## config.mk

```make
export PLATFORM = sky130hd
export DESIGN_NAME = pdh_ctrl
export DESIGN_NICKNAME = d
export VERILOG_FILES = /design/src/hdl/pdh_pkg.sv /design/src/hdl/pdh_ctrl.sv
export SDC_FILE = /design/constraint.sdc
export NUM_CORES = 1
export LEC_CHECK = 0
export BUFFER_PORTS_ARGS = -buffer_cell sky130_fd_sc_hd__clkbuf_2
export CORE_AREA = 4 4 41 43
export DETAILED_ROUTE_END_ITERATION = 8
export DIE_AREA = 0 0 45 47
export PLACE_DENSITY = 0.68
export SKIP_LAST_GASP = 1
export SLEW_MARGIN = 30
export SYNTH_ARGS = -nofsm -noshare
export SYNTH_HDL_FRONTEND = slang
export SYNTH_SLANG_ARGS = --single-unit
```

## constraint.sdc

```tcl
create_clock -name clk -period 1.4 [get_ports clk]
set_input_delay 0.14 -clock clk [delete_from_list [all_inputs] [get_ports clk]]
set_output_delay 0.14 -clock clk [all_outputs]
set_load 0.01 [all_outputs]
```

## src/hdl/pdh_pkg.sv

```systemverilog
`timescale 1ns / 1ps
`default_nettype none
// ----------------------------------------------------------------------------
// Pair distance histogram package
// Shared command codes, register indexes and controller/datapath interfaces.
// ----------------------------------------------------------------------------
package pdh_pkg;

  localparam logic [1:0] CMD_PAIR  = 2'd0;
  localparam logic [1:0] CMD_FRAME = 2'd1;
  localparam logic [1:0] CMD_READ  = 2'd2;

  localparam logic [1:0] MODE_ATOM = 2'd0;
  localparam logic [1:0] MODE_MOL  = 2'd1;

  localparam logic [1:0] REG_MODE  = 2'd0;
  localparam logic [1:0] REG_MAXSQ = 2'd1;
  localparam logic [1:0] REG_INVSP = 2'd2;
  localparam logic [1:0] REG_BINS  = 2'd3;

  localparam int unsigned DIFF_BITS  = 22;
  localparam int unsigned DSQ_BITS   = 46;
  localparam int unsigned ROOT_BITS  = 23;
  localparam int unsigned MAXSQ_BITS = 44;
  localparam int unsigned INVSP_BITS = 24;
  localparam int unsigned ADDR_BITS  = 10;
  localparam int unsigned CNT_BITS   = 32;
  localparam int unsigned NBINS_BITS = 11;
  localparam logic [CNT_BITS-1:0] CNT_MAX = '1;

  // Controller to datapath.
  typedef struct packed {
    logic load;      // capture input item
    logic sq_start;  // start squaring/summing
    logic sq_step;   // advance one squaring step
    logic rt_start;  // start root iteration
    logic rt_step;   // one root iteration
    logic scale;     // scale root to bin
    logic rd;        // issue memory read
    logic wr;        // write incremented count
    logic clr;       // clear sweep write
    logic result;    // capture result
  } pdh_cmd_t;

  // Datapath to controller.
  typedef struct packed {
    logic is_pair;
    logic is_read;
    logic keep;      // pair passes exclusion and range
    logic in_range;  // bin below limit
    logic rt_done;
    logic clr_done;
  } pdh_stat_t;

endpackage
`default_nettype wire

```

## src/hdl/pdh_ctrl.sv

```systemverilog
`timescale 1ns / 1ps
`default_nettype none
// ----------------------------------------------------------------------------
// Pair distance histogram controller
// Sequences clearing, distance, root, binning and result transfer.
// ----------------------------------------------------------------------------
module pdh_ctrl (
  input  wire logic              clk,
  input  wire logic              rst,
  input  wire logic              in_valid,
  output logic                   in_stall,
  output logic                   out_valid,
  input  wire logic              out_stall,
  input  wire pdh_pkg::pdh_stat_t stat,
  output pdh_pkg::pdh_cmd_t      cmd
);
  import pdh_pkg::*;

  localparam logic [3:0] S_CLR   = 4'd0;
  localparam logic [3:0] S_IDLE  = 4'd1;
  localparam logic [3:0] S_SQ0   = 4'd2;
  localparam logic [3:0] S_SQ1   = 4'd3;
  localparam logic [3:0] S_SQ2   = 4'd4;
  localparam logic [3:0] S_CHK   = 4'd5;
  localparam logic [3:0] S_ROOT  = 4'd6;
  localparam logic [3:0] S_SCALE = 4'd7;
  localparam logic [3:0] S_RD    = 4'd8;
  localparam logic [3:0] S_WAIT  = 4'd9;
  localparam logic [3:0] S_WR    = 4'd10;
  localparam logic [3:0] S_OUT   = 4'd11;

  logic [3:0] state, state_next;
  logic       out_full;

  wire take = in_valid && !in_stall;
  wire give = out_valid && !out_stall;

  // One item at a time; the output register lets the next item enter
  // while a result still waits.
  assign in_stall  = (state != S_IDLE);
  assign out_valid = out_full;

  always_ff @(posedge clk) begin
    if (rst) begin
      out_full <= 1'b0;
    end else if (cmd.result) begin
      out_full <= 1'b1;
    end else if (give) begin
      out_full <= 1'b0;
    end
  end

  always_comb begin
    cmd = '0;
    state_next = state;
    unique case (state)
      S_CLR: begin
        cmd.clr = 1'b1;
        if (stat.clr_done) state_next = S_IDLE;
      end
      S_IDLE: begin
        if (take) begin
          cmd.load = 1'b1;
          state_next = S_SQ0;
        end
      end
      S_SQ0: begin
        if (stat.is_pair) begin
          cmd.sq_start = 1'b1;
          state_next = S_SQ1;
        end else begin
          cmd.rd = stat.is_read;
          state_next = S_WAIT;
        end
      end
      S_SQ1: begin
        cmd.sq_step = 1'b1;
        state_next = S_SQ2;
      end
      S_SQ2: begin
        cmd.sq_step = 1'b1;
        state_next = S_CHK;
      end
      S_CHK: begin
        if (stat.keep) begin
          cmd.rt_start = 1'b1;
          state_next = S_ROOT;
        end else begin
          state_next = S_OUT;
        end
      end
      S_ROOT: begin
        cmd.rt_step = 1'b1;
        if (stat.rt_done) state_next = S_SCALE;
      end
      S_SCALE: begin
        cmd.scale = 1'b1;
        state_next = S_RD;
      end
      S_RD: begin
        if (stat.in_range) begin
          cmd.rd = 1'b1;
          state_next = S_WR;
        end else begin
          state_next = S_OUT;
        end
      end
      S_WR: begin
        cmd.wr = 1'b1;
        state_next = S_OUT;
      end
      S_WAIT: state_next = S_OUT;
      S_OUT: begin
        // The finished result waits here until the output register is free.
        if (!out_full || give) begin
          cmd.result = 1'b1;
          state_next = S_IDLE;
        end
      end
      default: state_next = S_IDLE;
    endcase
  end

  always_ff @(posedge clk) begin
    if (rst) begin
      state <= S_CLR;
    end else begin
      state <= state_next;
    end
  end

endmodule
`default_nettype wire

```

==> results of run 1 <==
cell usage in the layout (no fill, tap or decap), types with 2 or more instances in the layout:
| cell | Yosys | final |
|---|---|---|
| sky130_fd_sc_hd__clkbuf_2 | 0 | 15 |
| sky130_fd_sc_hd__buf_4 | 1 | 10 |
| sky130_fd_sc_hd__buf_2 | 1 | 6 |
| sky130_fd_sc_hd__nand2_1 | 5 | 5 |
| sky130_fd_sc_hd__o21ai_0 | 5 | 5 |
| sky130_fd_sc_hd__a21oi_1 | 5 | 4 |
| sky130_fd_sc_hd__nor3_1 | 5 | 4 |
| sky130_fd_sc_hd__buf_6 | 1 | 4 |
| sky130_fd_sc_hd__clkbuf_4 | 0 | 3 |
| sky130_fd_sc_hd__dfxtp_2 | 0 | 3 |
| sky130_fd_sc_hd__and4b_1 | 2 | 2 |
| sky130_fd_sc_hd__nor2b_1 | 2 | 2 |
| sky130_fd_sc_hd__nor3_2 | 1 | 2 |
| sky130_fd_sc_hd__inv_1 | 2 | 2 |
| sky130_fd_sc_hd__a21oi_2 | 1 | 2 |
| sky130_fd_sc_hd__dfxtp_1 | 5 | 2 |
| sky130_fd_sc_hd__buf_8 | 0 | 2 |
kinds of logic (layout without fill, tap and decap cells):
kind of cell | count (synthesis) | count (layout) | share of synthesized area
and+or+nand+nor | 27 | 27 | 0.372
AOI/OAI and AO/OA | 20 | 20 | 0.276
buffers and inverters | 9 | 43 | 0.151
DFF | 5 | 5 | 0.201
sequential cells by signal, indices dropped and copies added, names as in the netlist:
signal,flops
state,4
out_valid,1
through the flow:
stage	setup TNS [ps]	std cells	setup WS, ps	area (um^2)	util
global placement	0	96	112	599	0.461
CTS	-362	107	-93.3	702	0.539
global route	-834	110	-128	769	0.591
floorplan	0	61	24.0	498	-
finish	-173	110	-68.4	769	0.591
detailed placement	0	96	37.5	599	0.461
repair_timing:
| action | in CTS | in global routing |
|---|---|---|
| gates resized for setup | 8 | 16 |
| endpoints found under the setup margin | 6 | 14 |
| setup buffers | 7 | 3 |
| pin swaps | 1 | 1 |
power breakdown:
part | internal (uW) | switching, uW
logic | 422 | 372
clock network | 108 | 58.1
registers | 181 | 34.0
total | 710 | 464
final cells by class:
cell class	count	area [um^2]	share of cell area
clock buffer	4	26.3	0.0341
inverter	2	7.51	0.00976
multi-input combinational	47	358	0.465
sequential	5	104	0.135
tap	15	18.8	0.0244
timing repair buffer	37	255	0.332
per-layer routing:
layer	vias to the layer above	share of wire	GRT usage
met2	22	0.53	0.271
met5	-	0	0
met4	0	0	0.0702
li1	296	-	-
met1	280	0.40	0.200
met3	0	0.066	0.0153
path summary, 6_finish.rpt:
| path | start | endpoint | slack (ps) | depth (start not counted) |
|---|---|---|---|---|
| setup reg to reg | state[3] | state[1] | 10 | 4 |
| setup / recovery | state[3] | cmd[9] | -70 | 3 |
| hold / removal | rst | state[2] | 160 | 2 |
| hold reg to reg | state[3] | state[2] | 560 | 2 |
worst max-delay path, delay by kind of cell, from the launching register on:
kind / cells / cell delay, ps
simple gates: 2 / 630
flops: 1 / 330
buf+inv: 1 / 120
==> impl_results.rst, run 1 <==
.. list-table::
   :header-rows: 1

   * - Metric
     - Value
   * - Endpoint type of the worst setup path
     - output port
   * - Via count of the first global-routing pass
     - 597
   * - Num Clock Sinks
     - 5
   * - Root Driver
     - sky130_fd_sc_hd__clkbuf_4
   * - Filler Cell Count
     - around 130
   * - Max Fclk
     - just under 700 MHz
   * - Number of unique standard cell types used by synthesis
     - 34
   * - Netlist Area Pre-Place
     - 498 um^2
   * - Std cell rows
     - 13
   * - Drt pass-1 iters
     - 4
   * - Yosys Warn Count
     - 0
   * - Floorplan die area
     - 0.00212 mm^2
   * - Final period demand of the worst path
     - 1470 ps
   * - Final setup violation count
     - 6
   * - Rel. slew slack
     - 0.785
   * - Number of buffers inserted during clock tree synthesis
     - 3
   * - Worst path arrival time
     - between 1000 and 1500 ps
   * - WHS
     - around 160 ps
   * - Maximum clock insertion buffer count
     - 2
   * - Critical path cell sequence
     - or4b_4 > nor2_2 > buf_2
   * - Total track usage
     - 0.158
   * - Depth of the CTS H-tree
     - 1
   * - Clock transition time at the flip-flop clock pins of the worst setup and hold paths
     - approximately 40 ps
   * - Vert. Die Dim
     - around 47 um
   * - Area of the core region
     - 0.00130 mm^2
   * - # DRC
     - 0
   * - First-pass GRT wire length
     - 2510 um
   * - Initial cell density of the core
     - 0.383
   * - Avg Inst Size Synth
     - approximately 8.2 um^2
   * - Category of the most critical setup path
     - reg2out
   * - Startpoint kind of the worst setup timing path
     - flop
   * - Most used standard cells in the synthesized netlist
     - 5 x sky130_fd_sc_hd__a21oi_1, 5 x sky130_fd_sc_hd__dfxtp_1, 5 x sky130_fd_sc_hd__nand2_1, 5 x sky130_fd_sc_hd__nor3_1, 5 x sky130_fd_sc_hd__o21ai_0
   * - Setup clock skew after layout
     - approximately 1.4 ps
   * - Post-DR wirelength/cell
     - ~13 um
   * - Portion of the clock cycle consumed by the worst path in the final layout
     - 1.05
   * - Gpl congestion
     - 0.742
   * - Largest net degree at the start of global routing
     - 18
   * - Hold-fix buffers, CTS
     - 0
   * - Unrepaired setup endpoints after global routing
     - yes
   * - Violated checks
     - negative setup slack
   * - Total inserted antenna cells
     - 0
   * - Delay of the slowest cell on the worst path
     - between 500 and 600 ps
   * - Chip Width
     - between 40 and 50 um
   * - Seq/Total Area, Yosys
     - 0.201
   * - Initial DRC count
     - 18
   * - Highest fanout seen on the critical path
     - 3
   * - Power density cells
     - 1530 mW/mm^2
   * - Number of buffer cells added on primary ports
     - 21
   * - DRT antenna net count
     - 0
   * - Max-cap check violation count
     - 0
   * - Async SR Flop Fraction
     - 0
   * - Final WS setup
     - -68.4 ps
   * - Outcome
     - finished with violations
   * - Layout area overhead
     - 54.5%
   * - Share of the synthesized area in the top cell type
     - 0.201
   * - Total number of vias
     - 598
   * - Slowest CP cell
     - sky130_fd_sc_hd__or4b_4
   * - TritonCTS clock tree
     - built
   * - Total power
     - 1170 uW
   * - Gate count after technology mapping
     - between 60 and 70
   * - Worst hold-check path type
     - in2reg
   * - Pleak
     - ~0.00035 uW
   * - Maximum resistive drop on vdd
     - ~810 uV
   * - Count of final hold-check violations
     - 0
   * - Actual slew at the worst max-slew pin
     - approximately 320 ps
   * - Top cells by area, synth
     - sky130_fd_sc_hd__dfxtp_1 20%, sky130_fd_sc_hd__bufbuf_16 6.5%, sky130_fd_sc_hd__a21oi_1 5.0%, sky130_fd_sc_hd__nor3_1 5.0%, sky130_fd_sc_hd__o21ai_0 5.0%
   * - Share of layout cells above drive strength 1
     - 0.600
   * - Detailed-route wire length
     - 1470 um
   * - Initial antenna violation count
     - 0
   * - Overflow left after global routing
     - 0
   * - Cell type contributing the most total cell area after synthesis
     - sky130_fd_sc_hd__dfxtp_1
   * - Synthesis-stage register bit count
     - 5
   * - Total number of nets in the final design
     - between 100 and 150
   * - Placed wire-length estimate
     - 939 um
   * - Synthesized Nets
     - slightly above 70
   * - Per-cell via count in the routed design
     - about 5.4
   * - Number of flops mapped to enable cells by yosys
     - 0
   * - Dominant register cell in the synthesized netlist
     - sky130_fd_sc_hd__dfxtp_1
   * - Req. time, crit path
     - 1260 ps
   * - Later-pin clock latency in the skew report
     - 240 ps
   * - Top-level port count
     - 22
   * - Max-slew violation total from the final report
     - 0
Note: power is estimated with default switching activity, not from simulation.
==> run 2: changes to the inputs <==
--- a/config.mk
+++ b/config.mk
@@ -10,6 +10,7 @@
 export DETAILED_ROUTE_END_ITERATION = 8
 export DIE_AREA = 0 0 45 47
 export PLACE_DENSITY = 0.68
+export SKIP_CTS_REPAIR_TIMING = 1
 export SKIP_LAST_GASP = 1
 export SLEW_MARGIN = 30
 export SYNTH_ARGS = -nofsm -noshare
==> run 2 against run 1 <==
The run still ends with negative setup slack left. Total power is 3.9% lower. Via count is 4.2% lower. Clock skew is 10 ps higher. Wire length is 0.47% lower. Final cell count is 4.5% lower. Clock power is 7% higher. Largest power group unchanged. Register-to-register slack hardly changed. Combinational power is 6.9% lower. Sequential share of layout area is 0.84 points higher.
==> impl_results.rst, run 2 (synthesis gave the netlist of run 1 again) <==
.. list-table::
   :header-rows: 1

   * - Metric
     - Value
   * - Pre-CTS setup slack
     - 37.5 ps (unchanged)
   * - Power density cells
     - 1560 mW/mm^2 (+2.1%)
   * - Unrepaired setup endpoints after global routing
     - yes
   * - Drt pass-1 iters
     - 4 (unchanged)
   * - Total number of nets in the final design
     - 101 (-4.7%)
   * - Critical register-to-register path startpoint
     - state[2]
   * - Register-to-Register Setup Slack
     - 10 ps (about the same)
   * - Number of buffer and inverter stages on the critical path
     - 1 (unchanged)
   * - Top-level port count
     - 22 (unchanged)
   * - Depth of the CTS H-tree
     - 1 (unchanged)
   * - Layout area overhead
     - 45.5%
   * - WHS
     - 164 ps (+3.24 ps)
   * - Count of final hold-check violations
     - 0 (unchanged)
   * - Max Fclk
     - 674 MHz (-1.1%)
   * - Via count of the first global-routing pass
     - 540 (-9.5%)
   * - Portion of the clock cycle consumed by the worst path in the final layout
     - 1.06 (+0.0114)
   * - Largest register by flop count
     - state
   * - Total inserted antenna cells
     - 0 (unchanged)
   * - Max reg flops
     - 4 (unchanged)
   * - Initial cell density of the core
     - 0.383 (unchanged)
   * - Worst path arrival time
     - 1340 ps (about the same)
   * - Category of the most critical setup path
     - reg2out
   * - Number of buffers inserted during clock tree synthesis
     - 3 (unchanged)
   * - Reg-to-Reg End
     - state[1]
   * - Rel. slew slack
     - 0.793 (+0.00786)
   * - Clock transition time at the flip-flop clock pins of the worst setup and hold paths
     - 60 ps (+20 ps)
   * - DRT antenna net count
     - 0 (unchanged)
   * - Filler Cell Count
     - 132 (+5.6%)
   * - Later-pin clock latency in the skew report
     - 250 ps (about the same)
   * - Req. time, crit path
     - 1260 ps (about the same)
   * - Commonest non-fill, non-tap cell in the layout
     - sky130_fd_sc_hd__clkbuf_2
   * - # DRC
     - 0 (unchanged)
   * - Overflow left after global routing
     - 0 (unchanged)
   * - Startpoint kind of the worst setup timing path
     - flop
   * - Delay of the slowest cell on the worst path
     - 550 ps (about the same)
   * - Detailed-route wire length
     - 1470 um (-0.47%)
   * - Number of buffer cells added on primary ports
     - 21 (unchanged)
   * - Slowest CP cell
     - sky130_fd_sc_hd__or4b_4
   * - Root Driver
     - sky130_fd_sc_hd__clkbuf_4
   * - Chip Width
     - 45 um (unchanged)
   * - Count of non-filler cells in the finished layout
     - 105 (-4.5%)
   * - Dominant delay contributor by cell family on the critical path
     - simple AND/OR/NAND/NOR gates
   * - Final period demand of the worst path
     - 1480 ps (+15.9 ps)
   * - Initial DRC count
     - 11 (-7)
   * - R2r worst-path depth
     - 4 (unchanged)
   * - Critical path endpoint
     - cmd[9]
   * - Floorplan die area
     - 0.00212 mm^2 (unchanged)
   * - Setup Total Neg Slack
     - -345 ps (-173 ps)
   * - Total number of vias
     - 573 (-4.2%)
   * - Setup crit start
     - state[2]
   * - Max-slew violation total from the final report
     - 0 (unchanged)
   * - Gpl congestion
     - 0.742 (unchanged)
   * - Core Util, Final
     - 0.557 (-0.0346)
   * - Share of layout cells above drive strength 1
     - 0.578 (-0.0222)
   * - Outcome
     - finished with violations
   * - Maximum clock insertion buffer count
     - 2 (unchanged)
   * - Critical path cell sequence
     - or4b_4 > nor2_2 > buf_2
   * - Endpoint type of the worst setup path
     - output port
   * - Highest fanout seen on the critical path
     - 3 (unchanged)
   * - Pleak
     - 0.000326 uW (-6.8%)
   * - Final setup violation count
     - 6 (unchanged)
   * - Initial antenna violation count
     - 0 (unchanged)
   * - Placed wire-length estimate
     - 939 um (unchanged)
   * - Area of the core region
     - 0.00130 mm^2 (unchanged)
   * - First-pass GRT wire length
     - 2190 um (-13%)
   * - Setup clock skew after layout
     - 11.5 ps (+10.1 ps)
   * - Total track usage
     - 0.137 (-0.0211)
   * - Post-DR wirelength/cell
     - 14.0 um (+4.3%)
   * - Instance count after placement with tap cells included
     - 96 (unchanged)
   * - TritonCTS clock tree
     - built
   * - Vert. Die Dim
     - 47 um (unchanged)
   * - Most frequent cells in the layout
     - 15 x sky130_fd_sc_hd__clkbuf_2, 6 x sky130_fd_sc_hd__buf_2
   * - Max-cap check violation count
     - 0 (unchanged)
   * - Per-cell via count in the routed design
     - 5.46 (+0.38%)
   * - Worst hold-check path type
     - in2reg
   * - Final WS setup
     - -84.3 ps (-15.9 ps)
   * - Actual slew at the worst max-slew pin
     - 306 ps (-11.6 ps)
   * - Depth of the critical timing path with buffers and inverters included
     - 3 (unchanged)
   * - Largest net degree at the start of global routing
     - 18 (unchanged)
   * - Maximum resistive drop on vdd
     - 915 uV (+13%)
   * - Violated checks
     - negative setup slack
   * - Num Clock Sinks
     - 5 (unchanged)
   * - Std cell rows
     - 13 (unchanged)
## run 2: cell types whose count changed in the layout (fill, tap and decap cells not counted), sizes merged
cell,delta
buf,-5
## run 2: worst min path at each step
stage	slack, ps	startpoint	depth (start not counted)	endpoint
6_report	160	rst	2	state[0]
5_1_grt	170	rst	2	state[2]
4_1_cts	150	rst	2	out_valid
3_5_place_dp	410	rst	2	out_valid
3_3_place_gp	410	rst	2	out_valid
2_1_floorplan	210	rst	1	out_valid
## run 2: per-stage QoR
stage | area, um^2 | power, uW
floorplan | 498 | 632
global placement | 599 | 761
detailed placement | 599 | 774
CTS | 626 | 942
global route | 724 | 1200
finish | 724 | 1130
## run 2: area by class of cell
type | count | area (um^2) | share of cell area
clock buffer | 4 | 26.3 | 0.0363
tap | 15 | 18.8 | 0.0259
timing repair buffer | 32 | 219 | 0.302
multi-input combinational | 47 | 349 | 0.482
sequential | 5 | 104 | 0.143
inverter | 2 | 7.51 | 0.0104
## run 2: routing by layer
layer,GRT usage,routed length [um]
met1,0.172,614
met2,0.232,768
met3,0.0153,74
met4,0.0702,10
met5,0,0
## run 2: power breakdown
group	internal [uW]	switching, uW	total [uW]
Combinational	386	353	739
Clock	109	69.9	178
Sequential	180	31.2	211
Total	675	454	1130
==> run 3: changes to the inputs <==
--- a/config.mk
+++ b/config.mk
@@ -6,9 +6,9 @@
 export NUM_CORES = 1
 export LEC_CHECK = 0
 export BUFFER_PORTS_ARGS = -buffer_cell sky130_fd_sc_hd__clkbuf_2
-export CORE_AREA = 4 4 41 43
+export CORE_AREA = 2 2 39 41
 export DETAILED_ROUTE_END_ITERATION = 8
-export DIE_AREA = 0 0 45 47
+export DIE_AREA = 0 0 41 43
 export PLACE_DENSITY = 0.68
 export SKIP_CTS_REPAIR_TIMING = 1
 export SKIP_LAST_GASP = 1
==> run 3 against run 2 <==
The run still ends with negative setup slack left. Sequential cell count stayed put. Non-clock buffer count is 1 lower. Worst setup slack worse by 23 ps. Final cell count stayed put. Combinational power is 8.9% lower. Global-route usage is 2.4 points higher. Sequential share of layout area is 1.3 points higher. Critical path depth stayed put. Wire length is 11% lower. Via count is 1.2% lower. Fmax is 1.5% lower. Largest power group unchanged. Highest routed layer unchanged.
==> impl_results.rst, run 3 (synthesis gave the netlist of run 1 again) <==
.. list-table::
   :header-rows: 1

   * - Metric
     - Value
   * - Req. time, crit path
     - 1260 ps (about the same)
   * - Initial antenna violation count
     - 0 (unchanged)
   * - Overflow left after global routing
     - 0 (unchanged)
   * - Filler Cell Count
     - 144 (+9.1%)
   * - Root Driver
     - sky130_fd_sc_hd__clkbuf_4
   * - Outcome
     - finished with violations
   * - Maximum clock insertion buffer count
     - 2 (unchanged)
   * - Total inserted antenna cells
     - 0 (unchanged)
   * - Top-level port count
     - 22 (unchanged)
   * - Std cell rows
     - 14 (+1)
   * - Cell-internal power
     - 647 uW (-4.1%)
   * - Fraction of power consumed by the clock network
     - 0.165 (+0.007)
   * - Final WS setup
     - -107 ps (-23.0 ps)
   * - Drt pass-1 iters
     - 3 (-1)
   * - Net Sw Power
     - 430 uW (-5.2%)
   * - Total number of vias
     - 566 (-1.2%)
   * - Final period demand of the worst path
     - 1510 ps (+23.0 ps)
   * - Core Util, Final
     - 0.505 (-0.0522)
   * - Endpoint type of the worst setup path
     - output port
   * - Maximum resistive drop on vdd
     - 708 uV (-23%)
   * - DRT antenna net count
     - 0 (unchanged)
   * - Depth of the CTS H-tree
     - 1 (unchanged)
   * - Area of combinational cells with multiple inputs
     - 335 um^2 (-3.9%)
   * - Pre-CTS setup slack
     - 9.47 ps (-28.1 ps)
   * - Violated checks
     - negative setup slack
   * - Portion of the clock cycle consumed by the worst path in the final layout
     - 1.08 (+0.0165)
   * - Area of the core region
     - 0.00138 mm^2 (+6.3%)
   * - Rel. slew slack
     - 0.770 (-0.0235)
   * - Flip-flop and latch area
     - 109 um^2 (+4.8%)
   * - Total track usage
     - 0.161 (+0.0243)
   * - Num Clock Sinks
     - 5 (unchanged)
   * - First-pass GRT wire length
     - 1920 um (-13%)
   * - Layout area overhead
     - 40.2%
   * - Number of buffers inserted during clock tree synthesis
     - 3 (unchanged)
   * - Max-slew violation total from the final report
     - 0 (unchanged)
   * - Category of the most critical setup path
     - reg2out
   * - Commonest non-fill, non-tap cell in the layout
     - sky130_fd_sc_hd__clkbuf_2
   * - Largest net degree at the start of global routing
     - 16 (-2)
   * - Actual slew at the worst max-slew pin
     - 341 ps (+34.8 ps)
   * - Max Fclk
     - 663 MHz (-1.5%)
   * - Chip Width
     - 41 um (-8.9%)
   * - Floorplan die area
     - 0.00176 mm^2 (-17%)
   * - Number of buffer cells added on primary ports
     - 21 (unchanged)
   * - Worst hold-check path type
     - in2reg
   * - Unrepaired setup endpoints after global routing
     - yes
   * - Power density cells
     - 1540 mW/mm^2 (-0.99%)
   * - Setup clock skew after layout
     - 5.19 ps (-6.30 ps)
   * - Initial cell density of the core
     - 0.360 (-0.0228)
   * - Vert. Die Dim
     - 43 um (-8.5%)
   * - Count of final hold-check violations
     - 0 (unchanged)
   * - Fraction of power consumed by combinational cells
     - 0.625 (-0.030)
   * - Highest fanout seen on the critical path
     - 6 (+3)
   * - Final setup violation count
     - 6 (unchanged)
   * - Share of layout cells above drive strength 1
     - 0.551 (-0.0272)
   * - Most frequent cells in the layout
     - 15 x sky130_fd_sc_hd__clkbuf_2, 7 x sky130_fd_sc_hd__buf_4, 6 x sky130_fd_sc_hd__buf_2
   * - Largest register by flop count
     - state
   * - Initial DRC count
     - 2 (-9)
   * - Later-pin clock latency in the skew report
     - 250 ps (about the same)
   * - Part of the total power dissipated in sequential elements
     - 0.211 (+0.024)
   * - Startpoint kind of the worst setup timing path
     - flop
   * - Detailed-route wire length
     - 1310 um (-11%)
   * - Pleak
     - 0.000310 uW (-4.8%)
   * - # DRC
     - 0 (unchanged)
   * - Gpl congestion
     - 0.795 (+7.1%)
   * - Via count of the first global-routing pass
     - 469 (-13%)
   * - TritonCTS clock tree
     - built
   * - Worst path arrival time
     - 1370 ps (+30 ps)
   * - Max-cap check violation count
     - 0 (unchanged)
   * - Total number of nets in the final design
     - 100 (-0.99%)
   * - Per-cell via count in the routed design
     - 5.39 (-1.2%)
   * - Switch share
     - 0.399 (-0.00276)
   * - Max reg flops
     - 4 (unchanged)
   * - Post-DR wirelength/cell
     - 12.5 um (-11%)
   * - Placed wire-length estimate
     - 935 um (-0.36%)
   * - Clock transition time at the flip-flop clock pins of the worst setup and hold paths
     - 50 ps (about the same)
run 3: changes by cell type in the layout (fill, tap and decap cells not counted), sizes merged:
| cell | previous run | this run |
|---|---|---|
| buf | 17 | 16 |
run 3: path summary, 6_finish.rpt:
kind                   from         to  slack (ps)  cells past startpoint
setup / recovery   state[1]     cmd[7]        -110                      3
hold / removal          rst   state[0]         150                      2
setup reg to reg   state[2]   state[1]          20                      4
hold reg to reg   out_valid  out_valid         580                      2
run 3: layout make-up:
class / count / area share
multi-input cells: 47 / 0.480
repair buffers: 31 / 0.287
flip-flops and latches: 5 / 0.156
clock buffers: 4 / 0.0376
well taps: 16 / 0.0287
inverters: 2 / 0.0108
run 3: through the flow:
stage	TNS (ps)	area (um^2)	instances	total power [uW]	hold slack, ps
CTS	-890	647	102	979	153
detailed placement	0	621	98	799	421
floorplan	0	498	61	632	209
global placement	0	621	98	789	422
global route	-864	698	105	1160	159
finish	-391	698	105	1080	155
run 3: per-layer routing:
metal	routed length [um]	track usage	vias up
met3	70	0.0314	2
met1	550	0.182	256
met5	0	0	-
li1	-	-	289
met4	21	0.0800	0
met2	666	0.269	19
run 3: power by group through the flow:
stage	Sequential (uW)	Combinational, uW	Clock [uW]
2_1_floorplan	203	429	0
3_3_place_gp	215	574	0
3_5_place_dp	218	580	0
4_1_cts	215	583	181
5_1_grt	232	746	182
6_report	227	673	177
run 3: critical path, stage by stage (launching register included):
cell and delay, ps:
sky130_fd_sc_hd__dfxtp_4 350, sky130_fd_sc_hd__or3b_2 470, sky130_fd_sc_hd__a21oi_1 150, sky130_fd_sc_hd__clkbuf_2 140
